[src/sv/mam_ram.sv]
// Single-port-write, single-port-read synchronous RAM with registered read data.
module mam_ram #(
	parameter int WIDTH = 8,
	parameter int DEPTH = 16,
	parameter int AW    = 4
) (
	input  logic             clk,
	input  logic             we,
	input  logic [AW-1:0]    waddr,
	input  logic [WIDTH-1:0] wdata,
	input  logic             re,
	input  logic [AW-1:0]    raddr,
	output logic [WIDTH-1:0] rdata
);

	logic [WIDTH-1:0] mem [DEPTH];

	always_ff @(posedge clk) begin
		if (we) begin
			mem[waddr] <= wdata;
		end
		if (re) begin
			rdata <= mem[raddr];
		end
	end

endmodule

[config.mk]
export PLATFORM = sky130hd
export DESIGN_NAME = mam_ram
export DESIGN_NICKNAME = d
export VERILOG_FILES = /design/src/sv/mam_ram.sv
export SDC_FILE = /design/constraint.sdc
export NUM_CORES = 1
export LEC_CHECK = 0
export ABC_AREA = 1
export BUFFER_PORTS_ARGS = -buffer_cell sky130_fd_sc_hd__buf_2
export CAP_MARGIN = 30
export CELL_PAD_IN_SITES_DETAIL_PLACEMENT = 1
export CELL_PAD_IN_SITES_GLOBAL_PLACEMENT = 2
export CORE_ASPECT_RATIO = 1.5
export CORE_MARGIN = 1
export CORE_UTILIZATION = 30
export CTS_CLUSTER_SIZE = 14
export DETAILED_ROUTE_END_ITERATION = 12
export PLACE_DENSITY = 0.73
export SLEW_MARGIN = 20
export SYNTH_ARGS = -nofsm -noshare
export SYNTH_HDL_FRONTEND = slang
export SYNTH_SLANG_ARGS = --single-unit
[constraint.sdc]
create_clock -name clk -period 1.5 [get_ports clk]
set_clock_uncertainty 0.2 [all_clocks]
set_input_delay 0.15 -clock clk [delete_from_list [all_inputs] [get_ports clk]]
set_output_delay 0.15 -clock clk [all_outputs]
set_load 0.05 [all_outputs]
# --- After elaboration in Yosys (flattened, before gate mapping) ---
# Memory sizes are Yosys's and may differ from the RTL's. A register that Yosys moved wholly into a read port is not among the register bits.
# Index checks and enable logic that the tools add are counted.
totals:
  reg_bits: 0
  ram_bits: 128
  inputBits: 19
  output_inout_bits: 8
  wordCells: 3
  memories: 1
op_classes:
  mux: 2
memory_table:
  columns: ["name", "words", "word_bits", "rd", "rd_ports_with_merged_regs", "write_ports", "line_no", "rtl"]
  rows:
  - ["mem", 16, 8, 1, 1, 1, "16", "logic [WIDTH-1:0] mem [DEPTH];"]
op_table:
  columns: ["operator", "n"]
  rows:
  - ["1-bit two-way mux", 2]

# --- Logic depth before layout (Yosys ltp) ---
logic_depth:
  depth_word: 2
  mapped_depth: 8
  ltp_nobuf: 7

# --- Least setup slack after synthesis ---
# Ideal clock, no wire load.
synth_path:
  path_type: "input to register"
  startpoint: "input port waddr[2]"
  endpoint: "memory mem[10][0] (enable)"
  setup_time_ns: 0.370
  t_arrival_ns: 0.731
  t_required_ns: 0.930
  setup_slack_ns: 0.199
  path_stages: 2
  n_path_buf: 0
  cell_sequence: "nand3b_1 nor2_1"
synth_lines:
  columns: ["element", "line_no", "rtl"]
  rows:
  - ["from (decl)", "9", "input logic [AW-1:0] waddr,"]
  - ["to (decl)", "16", null]
# Straight into the memory's write port.

# --- Final worst setup path ---
layout_path:
  startpoint: "register rdata[3] (read register of mem)"
  endpoint: "output port rdata[3]"
layout_lines:
  columns: ["element", "line_no", "rtl"]
  rows:
  - ["from (decl)", "13", "output logic [WIDTH-1:0] rdata"]
# No word-level cell between the ends.

==> out/metrics.cfg <==
[critical_path]
cp.depth = 1
critPathSlowestCell = edfxtp_1
reg2reg_to = rdata[6]$_DFFE_PP_
critPathMaxStageDelay_ns = 0.45
start_kind = register
crit_family = flip-flops
cp-end-kind = primary output
reg2reg_slack_ns = 0.10
worstPathMaxFanout = 1
worstSetupPathType = reg -> out
required_ns = 1.15
cp.buffers_inverters = 1
cp_cell_sequence = buf_4
crit_arrival_ns = 1.09
r2r_cells = 6
r2r_start = mem[7][6]$_DFFE_PP_

[timing]
min_period_over_period = 0.959
slew_headroom = 0.747
worst_pin_slew_ns = 0.380
layout_min_cycle_time_ns = 1.44
final_hold_viol_count = 0
setup_viol = 0
final_max_slew_viol_count = 0
rsz0062_at_grt = no
clock.fmax_mhz = 695

[logic_synthesis]
syn_area_per_cell_um2 = 10.6
synth_top_area_frac = 0.698
syn-num-nets = 570
synthAdderAreaFrac = 0
synth-xor-area-share = 0
ys_seq_elements = 136
synthSimpleGateAreaFrac = 0.208
synth_compound_area_frac = 0
synth_area_leaders = edfxtp_1 (70%), nand2_1 (11%), nand3_1 (8.3%), inv_1 (6.4%), buf_6 (1.2%)
synth_area_um2 = 5850
ys_warn_count = 0
ys_seq_area_frac = 0.698
synth_top_family_by_area = simple AND/OR/NAND/NOR gates
yosysTopAreaCell = edfxtp_1
synthMuxAreaShare = 0
synthCells = 551
yosysUniqueCellTypes = 11

[clock_tree]
clkLatencyLatePin_ns = 0.41
root_buffer = clkbuf_16
clock_path_buffers = 2
clkSinkCount = 136
htree_levels = 4
tritoncts = built
cts_buffers = 17
clk_pin_slew_ns = 0.06

[worst_hold_path]
hold_class = in -> reg
holdPathEnd = rdata[3]$_DFFE_PP_
min_from = raddr[3]
hold_depth = 4

[run]
cap_violations = 0

[power_and_ir_drop]
p_per_area_nw_per_um2 = 1230
vdd_ir_drop_max_mv = 0.564
leakage_nw = 3.00

[cells_and_area]
fillers = 2164
diodes = 0
nets = 629
drive_above_1_share = 0.137
final_util = 0.370
postLayoutCellArea_um2 = 7050
area_growth_pct = 20.6

[die]
rows = 62
dieArea_um2 = 20100
core_area_um2 = 19100
die_w_um = 116
start_util = 0.306
die_y_um = 173
ios = 27

[grt]
grt_antenna_before_repair = 0
overflow = 0
grt_pass1_wl_um = 23500
grt_start_max_net_pins = 64
grt_use_total = 0.166
grt_pass1_vias = 4281

[route]
dr.pass1.iters = 4
drc_errors = 0
drtIter0Drc = 128
vias = 3983
vias_per_cell = 4.54
wl_per_cell_um = 17.5
wl_um = 15400
antenna_left = 0

[placement]
portBuffers = 26
gp_congestion = 0.783
dpl_cell_area_um2 = 6420
dp_hpwl_um = 10300

[run_status]
run_status = complete, no violations

-- what timing repair did --
item	in CTS	in global routing
setup buffers	0	0
hold buffers	9	0
hold endpoints to repair	132	0
endpoints found under the setup margin	1	0
gates resized for setup	1	0
-- worst max path at each step --
stage                         from              endpoint
2_1_floorplan             waddr[2]  mem[10][0]$_DFFE_PP_
3_3_place_gp              raddr[0]    rdata[3]$_DFFE_PP_
3_5_place_dp              raddr[0]    rdata[6]$_DFFE_PP_
4_1_cts         rdata[4]$_DFFE_PP_              rdata[4]
5_1_grt        mem[7][6]$_DFFE_PP_    rdata[6]$_DFFE_PP_
6_report        rdata[3]$_DFFE_PP_              rdata[3]
-- cells in the mapped netlist --
cell	n
nand2_1	173
edfxtp_1	136
inv_1	100
nand3_1	97
nor2_1	17
buf_2	13
buf_6	6
buf_4	4
inv_2	2
nand3b_1	2
buf_1	1
-- where the power goes --
| group | internal (W) | leakage [nW] | switching [W] | total, W |
|---|---|---|---|---|
| logic | 0.000196 | 1.51 | 0.000449 | 0.000646 |
| registers | 0.00428 | 1.24 | 0.0000284 | 0.00431 |
| clock network | 0.00225 | 0.255 | 0.00150 | 0.00375 |
-- state kept, by name, summed over array words and instances, names as in the netlist --
name	flops
mem	128
rdata	8
-- cell type report --
| class | count | area [um2] | area share |
|---|---|---|---|
| timing repair buffer | 64 | 515 | 0.0731 |
| multi-input combinational | 289 | 1210 | 0.172 |
| sequential | 136 | 4080 | 0.579 |
| clock buffer | 18 | 429 | 0.0609 |
| inverter | 102 | 383 | 0.0543 |
| tap | 256 | 320 | 0.0454 |
| clock inverter | 12 | 106 | 0.0151 |
-- cells by family (layout without fill, tap and decap cells) --
logic type / Yosys count / count (layout)
buf+inv: 126 / 196
flops: 136 / 136
simple gates: 289 / 289
-- through the flow --
stage	cells	total power (W)	setup slack, ns	hold WS [ns]	setup TNS, ns
after floorplan	551	0.00474	0.199	0.0489	0
after detailed placement	838	0.00503	-0.137	0.347	-0.512
after CTS	877	0.00880	0.0299	0.0392	0
after global routing	877	0.00898	0.0230	0.0790	0
final	877	0.00870	0.0619	0.0520	0
after global placement	838	0.00502	-0.104	0.340	-0.420
-- metal layers --
metal  part of all wire  global-route usage  wire, um
met2               0.57               0.319      8760
met4              0.028              0.0737       433
met3              0.025              0.0266       379
met5                  0                   0         0
met1               0.38               0.170      5800
-- cell usage in the layout, fill, tap and decap left out, drive strengths merged --
master and n:
clkbuf 18, edfxtp 136, nand2 173, nand3 97, nand3b 2, buf 55
bufinv 1, dlygate4sd3 9, clkinv 7, inv 103, nor2 17, clkinvlp 3
No activity file was read; power rests on OpenSTA's default activity.
