**src/sv/mam_pkg.sv**
```systemverilog
// Shared types and codes for the array address map.
package mam_pkg;

	localparam logic [1:0] MODE_DEFINE = 2'd0;
	localparam logic [1:0] MODE_BOUND  = 2'd1;
	localparam logic [1:0] MODE_INDEX  = 2'd2;

	typedef struct packed {
		logic        [1:0]  mode;
		logic        [3:0]  array_id;
		logic        [3:0]  dim_slot;
		logic signed [31:0] base_addr;
		logic        [15:0] elem_bytes;
		logic        [3:0]  dim_count;
		logic signed [15:0] lower_bound;
		logic signed [15:0] upper_bound;
		logic signed [15:0] index_value;
		logic               last_index;
	} item_t;

	typedef struct packed {
		logic signed [31:0] phys_addr;
		logic               count_error;
	} result_t;

	typedef struct packed {
		logic [31:0] base;
		logic [15:0] esize;
		logic [3:0]  dims;
	} desc_t;

	typedef struct packed {
		logic [15:0] lower;
		logic [15:0] upper;
	} bound_t;

endpackage

```
**src/sv/mam_seq.sv**
```systemverilog
// Request sequencer: table access, running offset update and address scaling.
module mam_seq import mam_pkg::*; #(
	parameter int MAX_ARRAYS = 16,
	parameter int MAX_DIMS   = 10,
	parameter int AW         = 4,
	parameter int BW         = 8
) (
	input  logic          clk,
	input  logic          arst_n,
	input  logic          item_valid,
	output logic          item_stall,
	input  item_t         item,
	output logic          result_valid,
	input  logic          result_stall,
	output result_t       result,
	output logic          desc_we,
	output logic [AW-1:0] desc_waddr,
	output desc_t         desc_wdata,
	output logic          desc_re,
	output logic [AW-1:0] desc_raddr,
	input  desc_t         desc_rdata,
	output logic          bnd_we,
	output logic [BW-1:0] bnd_waddr,
	output bound_t        bnd_wdata,
	output logic          bnd_re,
	output logic [BW-1:0] bnd_raddr,
	input  bound_t        bnd_rdata
);

	localparam logic [8:0] ID_LIM   = 9'(MAX_ARRAYS);
	localparam logic [4:0] DIMS_LIM = 5'(MAX_DIMS);

	typedef enum logic [1:0] {
		ST_IDLE,
		ST_READ,
		ST_MAC,
		ST_SCALE
	} state_t;

	state_t             state_q;
	logic [31:0]        offset_q;
	logic [3:0]         pos_q;
	logic               last_s1;
	logic               id_ok_s1;
	logic signed [15:0] idx_s1;
	logic [31:0]        extent_s2;
	logic [31:0]        diff_s2;
	logic [31:0]        base_s2;
	logic [15:0]        esize_s2;
	logic               err_s2;
	logic               result_valid_q;
	result_t            result_q;

	logic        accept;
	logic        id_ok;
	logic        slot_ok;
	logic        pos_ok;
	logic [12:0] bnd_wlin;
	logic [12:0] bnd_rlin;
	desc_t       desc_m;
	logic        upd;
	logic [31:0] lo_x;
	logic [31:0] hi_x;
	logic [31:0] idx_x;
	logic        out_free;
	logic        fire;

	assign item_stall   = (state_q != ST_IDLE);
	assign accept       = item_valid && !item_stall;
	assign id_ok        = {5'd0, item.array_id} < ID_LIM;
	assign slot_ok      = {1'b0, item.dim_slot} < DIMS_LIM;
	assign pos_ok       = {1'b0, pos_q} < DIMS_LIM;
	assign bnd_wlin     = 13'(item.array_id) * 13'(MAX_DIMS) + 13'(item.dim_slot);
	assign bnd_rlin     = 13'(item.array_id) * 13'(MAX_DIMS) + 13'(pos_q);

	assign desc_we      = accept && (item.mode == MODE_DEFINE) && id_ok;
	assign desc_waddr   = id_ok ? AW'(item.array_id) : '0;
	assign desc_wdata   = '{base: item.base_addr, esize: item.elem_bytes,
		dims: item.dim_count};
	assign desc_re      = accept && (item.mode == MODE_INDEX);
	assign desc_raddr   = id_ok ? AW'(item.array_id) : '0;

	assign bnd_we       = accept && (item.mode == MODE_BOUND) && id_ok && slot_ok;
	assign bnd_waddr    = (id_ok && slot_ok) ? BW'(bnd_wlin) : '0;
	assign bnd_wdata    = '{lower: item.lower_bound, upper: item.upper_bound};
	assign bnd_re       = desc_re;
	assign bnd_raddr    = (id_ok && pos_ok) ? BW'(bnd_rlin) : '0;

	assign desc_m       = id_ok_s1 ? desc_rdata : '0;
	assign upd          = (pos_q < desc_m.dims) && pos_ok;
	assign lo_x         = {{16{bnd_rdata.lower[15]}}, bnd_rdata.lower};
	assign hi_x         = {{16{bnd_rdata.upper[15]}}, bnd_rdata.upper};
	assign idx_x        = {{16{idx_s1[15]}}, idx_s1};
	assign out_free     = !result_valid_q || !result_stall;
	assign fire         = (state_q == ST_SCALE) && out_free;

	assign result_valid = result_valid_q;
	assign result       = result_q;

	always_ff @(posedge clk or negedge arst_n) begin
		if (!arst_n) begin
			state_q        <= ST_IDLE;
			offset_q       <= '0;
			pos_q          <= '0;
			result_valid_q <= 1'b0;
			last_s1        <= 1'b0;
			id_ok_s1       <= 1'b0;
			idx_s1         <= '0;
			extent_s2      <= '0;
			diff_s2        <= '0;
			base_s2        <= '0;
			esize_s2       <= '0;
			err_s2         <= 1'b0;
			result_q       <= '0;
		end else begin
			if (fire) begin
				result_valid_q <= 1'b1;
			end else if (result_valid_q && !result_stall) begin
				result_valid_q <= 1'b0;
			end
			unique case (state_q)
				ST_IDLE: begin
					if (accept && (item.mode == MODE_INDEX)) begin
						last_s1  <= item.last_index;
						id_ok_s1 <= id_ok;
						idx_s1   <= item.index_value;
						state_q  <= ST_READ;
					end
				end
				ST_READ: begin
					extent_s2 <= upd ? (hi_x - lo_x + 32'd1) : 32'd1;
					diff_s2   <= upd ? (idx_x - lo_x) : 32'd0;
					base_s2   <= desc_m.base;
					esize_s2  <= desc_m.esize;
					err_s2    <= ({1'b0, pos_q} + 5'd1) != {1'b0, desc_m.dims};
					state_q   <= ST_MAC;
				end
				ST_MAC: begin
					offset_q <= 32'(offset_q * extent_s2) + diff_s2;
					if (last_s1) begin
						pos_q   <= '0;
						state_q <= ST_SCALE;
					end else begin
						if (pos_q != 4'hF) begin
							pos_q <= pos_q + 4'd1;
						end
						state_q <= ST_IDLE;
					end
				end
				ST_SCALE: begin
					if (out_free) begin
						result_q.phys_addr   <= base_s2 + 32'(offset_q * {16'd0, esize_s2});
						result_q.count_error <= err_s2;
						offset_q             <= '0;
						state_q              <= ST_IDLE;
					end
				end
				default: begin
					state_q <= ST_IDLE;
				end
			endcase
		end
	end

endmodule

```
**config.mk**
```make
export PLATFORM = sky130hd
export DESIGN_NAME = mam_seq
export DESIGN_NICKNAME = d
export VERILOG_FILES = /design/src/sv/mam_pkg.sv /design/src/sv/mam_seq.sv
export SDC_FILE = /design/constraint.sdc
export NUM_CORES = 2
export LEC_CHECK = 0
export ABC_AREA = 1
export ABC_CLOCK_PERIOD_IN_PS = 8700
export BUFFER_PORTS_ARGS = -buffer_cell sky130_fd_sc_hd__buf_2
export CAP_MARGIN = 20
export CORE_AREA = 2 2 405 407
export DETAILED_ROUTE_END_ITERATION = 16
export DIE_AREA = 0 0 407 409
export SETUP_SLACK_MARGIN = 0.1
export SLEW_MARGIN = 0
export SYNTH_ARGS = -nofsm -noshare
export SYNTH_HDL_FRONTEND = slang
export SYNTH_SLANG_ARGS = --single-unit
export TNS_END_PERCENT = 30
```
**constraint.sdc**
```tcl
create_clock -name clk -period 8.7 [get_ports clk]
set_input_delay 0.87 -clock clk [delete_from_list [all_inputs] [get_ports clk]]
set_output_delay 0.87 -clock clk [all_outputs]
set_load 0.01 [all_outputs]
```
; ---- Yosys cells after proc, flatten, opt, wreduce, memory -nomap -nowiden
; Index checks and enable logic that the tools add are counted.
[totals]
reg_bits = 203
word_cells = 76
out_inout_bits = 147
in_bits = 199
[classes]
multipliers = 3
eq_ne = 9
addsub = 9
reduce_logical = 23
mux = 15
order_cmp = 3
[ops]
columns = operator, count
row1 = $mux W32, 3
row2 = $add A32 B32 Y32, 2
row3 = $pmux W32 S2, 1
row4 = $mux W52, 1
row5 = $sub A16 B16 Y17, 2
row6 = $mul A32 B16 Y32, 1
row7 = $mul A32 B32 Y32, 1
row8 = $add A17 B2 Y18 const B, 1
row9 = $add A8 B4 Y8, 2
row10 = $mux W8, 2
row11 = $reduce_and A2 Y1, 5
row12 = $logic_and A1 B1 Y1, 8
row13 = $lt A4 B4 Y1 const B, 2
row14 = $mux W4, 2
row15 = $pmux W2 S4, 1
row16 = $reduce_bool A2 Y1, 4
row17 = $mul A4 B3 Y7 const B, 1
row18 = $eq A2 B2 Y1 const B, 3
row19 = $mux W2, 3
row20 = $add A4 B1 Y5 const B, 1
row21 = $ne A5 B4 Y1, 1
row22 = $add A4 B1 Y4 const B, 1
row23 = $eq A2 B1 Y1 const B, 2
row24 = $logic_not A2 Y1, 2
row25 = 6 further kinds, 10

; ---- Longest topological paths before layout
[depth]
depth_word = 6
depth_mapped = 39
ltp_nobuf = 38

; ---- Worst setup path after synthesis
; OpenSTA, ideal clock, no wires.
[synth_path]
path_kind = register -> register
start = reg diff_s2[30]
end = reg offset_q[31]
arrival_time_ns = 6.440
period_less_slack_ns = 6.558
required_time_ns = 8.583
stages_incl_launch_ff = 24
n_path_buf = 0
setup_ns = 0.117
path_slack_ns = 2.142
path_cell_list = dfrtp_1 -> inv_1 -> fa_1 -> fa_1 -> inv_1 -> fa_1 -> inv_1 -> fa_1 -> inv_1 -> fa_1 -> fa_1 -> fa_1 -> inv_1 -> fa_1 -> inv_1 -> ha_1 -> nand2_1 -> o21ai_0 -> a21oi_1 -> or2_2 -> nand3_1 -> nand3_1 -> nand3_1 -> nand2_1
[synth_between]
elab_chain_cells = 2
[synth_rtl]
columns = item, line
row1 = start: declaration, mam_seq.sv:47  ; logic [31:0] diff_s2;
row2 = start signal: assignment, mam_seq.sv:132  ; diff_s2 <= upd ? (idx_x - lo_x) : 32'd0;
row3 = $add A32 B32 Y32, mam_seq.sv:139  ; offset_q <= 32'(offset_q * extent_s2) + diff_s2;
row4 = $pmux W32 S2, mam_seq.sv:121  ; unique case (state_q)
row5 = end signal: assignment, mam_seq.sv:139
row6 = end: declaration, mam_seq.sv:41  ; logic [31:0] offset_q;
; Every way passes these cells.
; A chain may end at the register's enable or synchronous reset.

==> metrics.md <==
| Metric | Value |
|---|---|
| DR pass1 iterations | `5` |
| Fillcell total | `17700` |
| Mapped Cells | `5025` |
| # IOs | `346` |
| Routability Congestion | `0.898` |
| Detailed-route via count | `30400` |
| Relative slew slack | `29.1%` |
| Die X | `407 µm` |
| Most common cell after layout, fill and taps aside | `inv_1` |
| Largest net degree at the start of global routing | `66` |
| Gr ovfl total | `0` |
| Crit-path most repeated cell | `fa_1` |
| First-pass GRT wire length | `181000 µm` |
| Worst setup SP type | `flip-flop` |
| Clk Latency, worst-skew pair | `510 ps` |
| Clk buf depth | `2` |
| Area post-placement | `41300 µm²` |
| Site Rows | `148` |
| Critical path, cell by cell | `inv_1, fa_1, fa_1, inv_1, fa_1, inv_1, fa_1, inv_1, fa_1, fa_1, fa_1, inv_1, fa_1, inv_1, ha_1, a21oi_1, o21ai_0, a211oi_1, nand3_1, a21oi_1, o21ai_0, nand2_1` |
| Antenna-violating nets left | `0` |
| Core ar. | `162000 µm²` |
| Slowest-stage cell, CP | `inv_1` |
| CP top delay family | `adder cells` |
| Setup Crit Path Kind | `flip-flop to flip-flop` |
| Iter 0 DRT Violations | `1960` |
| Die area | `166000 µm²` |
| Post-route DRC | `0` |
| Number of synthesized flops with an enable pin | `0` |
| Post-synth ARST share | `100%` |
| Post-CTS sizing | `0` |
| Worst EP required | `9140 ps` |
| CTS Sinks | `174` |
| MaxCap Viol Count | `0` |
| Least-Margin Pin Slew | `1060 ps` |
| RSZ-0062 raised after global routing | `no` |
| Final hold vios | `0` |
| Fraction of layout cells with a size suffix above 1 | `5.95%` |
| Number of synthesis warnings | `0` |
| Cts hold-fix bufs | `0` |
| Vias in the first global route | `32400` |
| Final nets | `6171` |
| Post-route cell area | `41900 µm²` |
| H-tree levels | `4` |
| Setup repair bufs after CTS | `0` |
| Skew final | `21.2 ps` |
| TritonCTS Buffers | `17` |
| Min Tclk post-route | `7310 ps` |
| Yosys reg bits | `174` |
| Routed wire length | `113000 µm` |
| Die height | `409 µm` |
| Crit-path max FO | `12` |
| WP buf/inv | `6` |
| Antenna violations before repair | `4` |
| CP arrival | `7760 ps` |
| Setup TNS | `0 ps` |
| Unique masters post-synth | `53` |
| Commonest cells after routing, fill and taps aside | `1427 x inv_1, 1365 x nand2_1, 756 x fa_1, 251 x ha_1, 176 x buf_2` |
| Period utilization | `84.1%` |
| Seq/Total Area, Yosys | `11.2%` |
| TritonCTS clock tree | `built` |
| Clk slew on worst S/H paths | `80 ps` |
| Average size of a mapped cell | `7.72 µm²` |
| Detailed placer's ending HPWL | `93800 µm` |
| Syn nets | `6231` |
| Endpoints failing setup | `0` |
| PortBufs | `177` |
| Initial core utilization | `23.9%` |
| GRT Resource Usage Total | `13.8%` |
| Hold Path Class | `input port to async pin` |
| Clk Tree Root Cell | `clkbuf_16` |
| Fmax | `137 MHz` |
| Post-Syn Area | `38800 µm²` |
| Vias per inst | `4.25` |
| Layout Utilization | `25.9%` |
| Main flop type after synthesis | `dfrtp_1` |
| Outcome | `completed` |
| Drt wl/cell | `15.8 µm` |
| Worst Setup End Kind | `flip-flop` |
| Layout area overhead | `8.06%` |
| Max incr delay on CP | `620 ps` |
| Fin. max-slew vios | `0` |
[routing by layer]
layer / GRT usage, % / wire (µm)
met1: 18.8 / 50700
met2: 22.5 / 52300
met3: 2.00 / 6530
met4: 4.33 / 3260
met5: 0 / 24
[cells in the mapped netlist, types with 3 or more instances]
library cell | number | area [µm²]
or2_1 | 6 | 37.5
o22ai_1 | 10 | 62.6
nor2_2 | 3 | 18.8
or2_2 | 12 | 75.1
ha_1 | 251 | 3140
o31ai_1 | 4 | 30.0
nand3b_1 | 8 | 60.1
a31oi_1 | 13 | 81.3
nor2_1 | 109 | 409
o211a_1 | 3 | 30.0
buf_2 | 23 | 115
nand2_1 | 1365 | 5120
a22o_1 | 6 | 52.6
fa_1 | 756 | 15100
clkbuf_1 | 164 | 616
nor4_1 | 3 | 18.8
o21bai_1 | 10 | 75.1
buf_1 | 27 | 101
o21a_1 | 5 | 37.5
buf_4 | 99 | 743
o21ai_2 | 3 | 26.3
xnor2_1 | 25 | 219
nand3_1 | 149 | 746
nand4_1 | 8 | 50.1
nor3_1 | 23 | 115
xor2_1 | 24 | 210
o21ai_0 | 149 | 746
dfrtp_1 | 174 | 4350
a21oi_1 | 118 | 591
a21o_1 | 17 | 128
inv_1 | 1428 | 5360
[logic make-up after synthesis]
| group | count (synthesis) | synth area share (%) |
|---|---|---|
| buffers and inverters | 1742 | 17.9 |
| adder cells (fa/ha/maj) | 1007 | 47.1 |
| AO/OA/AOI/OAI | 358 | 5.26 |
| AND/OR/NAND/NOR | 1694 | 17.3 |
| flip-flops | 174 | 11.2 |
| XOR/XNOR | 50 | 1.15 |
[metrics by stage]
step | cells | setup WS, ps | hold slack [ps]
after floorplan | 5025 | 2140 | 453
after CTS | 7152 | 1310 | 330
after detailed placement | 7120 | 1320 | 462
after global routing | 7153 | 885 | 366
final | 7154 | 1390 | 335
after global placement | 7119 | 1480 | 452
[sequential cells by signal, indices dropped and copies added, names as in the netlist]
| register | count |
|---|---|
| offset_q | 32 |
| esize_s2 | 16 |
| state_q | 2 |
| id_ok_s1 | 1 |
| result | 33 |
| last_s1 | 1 |
| result_valid | 1 |
| err_s2 | 1 |
| diff_s2 | 17 |
| pos_q | 4 |
| extent_s2 | 18 |
| idx_s1 | 16 |
| base_s2 | 32 |
[area by class of cell]
| cell class | instances | area (µm²) | share of cell area [%] |
|---|---|---|---|
| Multi-Input combinational cell | 3109 | 27500 | 65.6 |
| Inverter | 1428 | 5360 | 12.8 |
| Sequential cell | 174 | 4360 | 10.4 |
| Tap cell | 2175 | 2720 | 6.50 |
| Timing Repair Buffer | 235 | 1370 | 3.27 |
| Clock buffer | 18 | 439 | 1.05 |
| Clock inverter | 14 | 164 | 0.391 |
| Antenna cell | 1 | 2.50 | 0.00597 |
[final timing paths]
check / from / to / slack [ps] / cells past startpoint
worst min-delay path: arst_n / idx_s1[12] / 330 / 1
max in group asynchronous: arst_n / result[28] / 7010 / 2
worst min register to register: result[16] / result[16] / 480 / 2
worst max register to register: diff_s2[30] / offset_q[28] / 1390 / 22
worst max-delay path: diff_s2[30] / offset_q[28] / 1390 / 22
min in group clk: result[16] / result[16] / 480 / 2
Power is not shown: default switching activity piles up to over one toggle a cycle in this logic, so the estimate is an artifact.
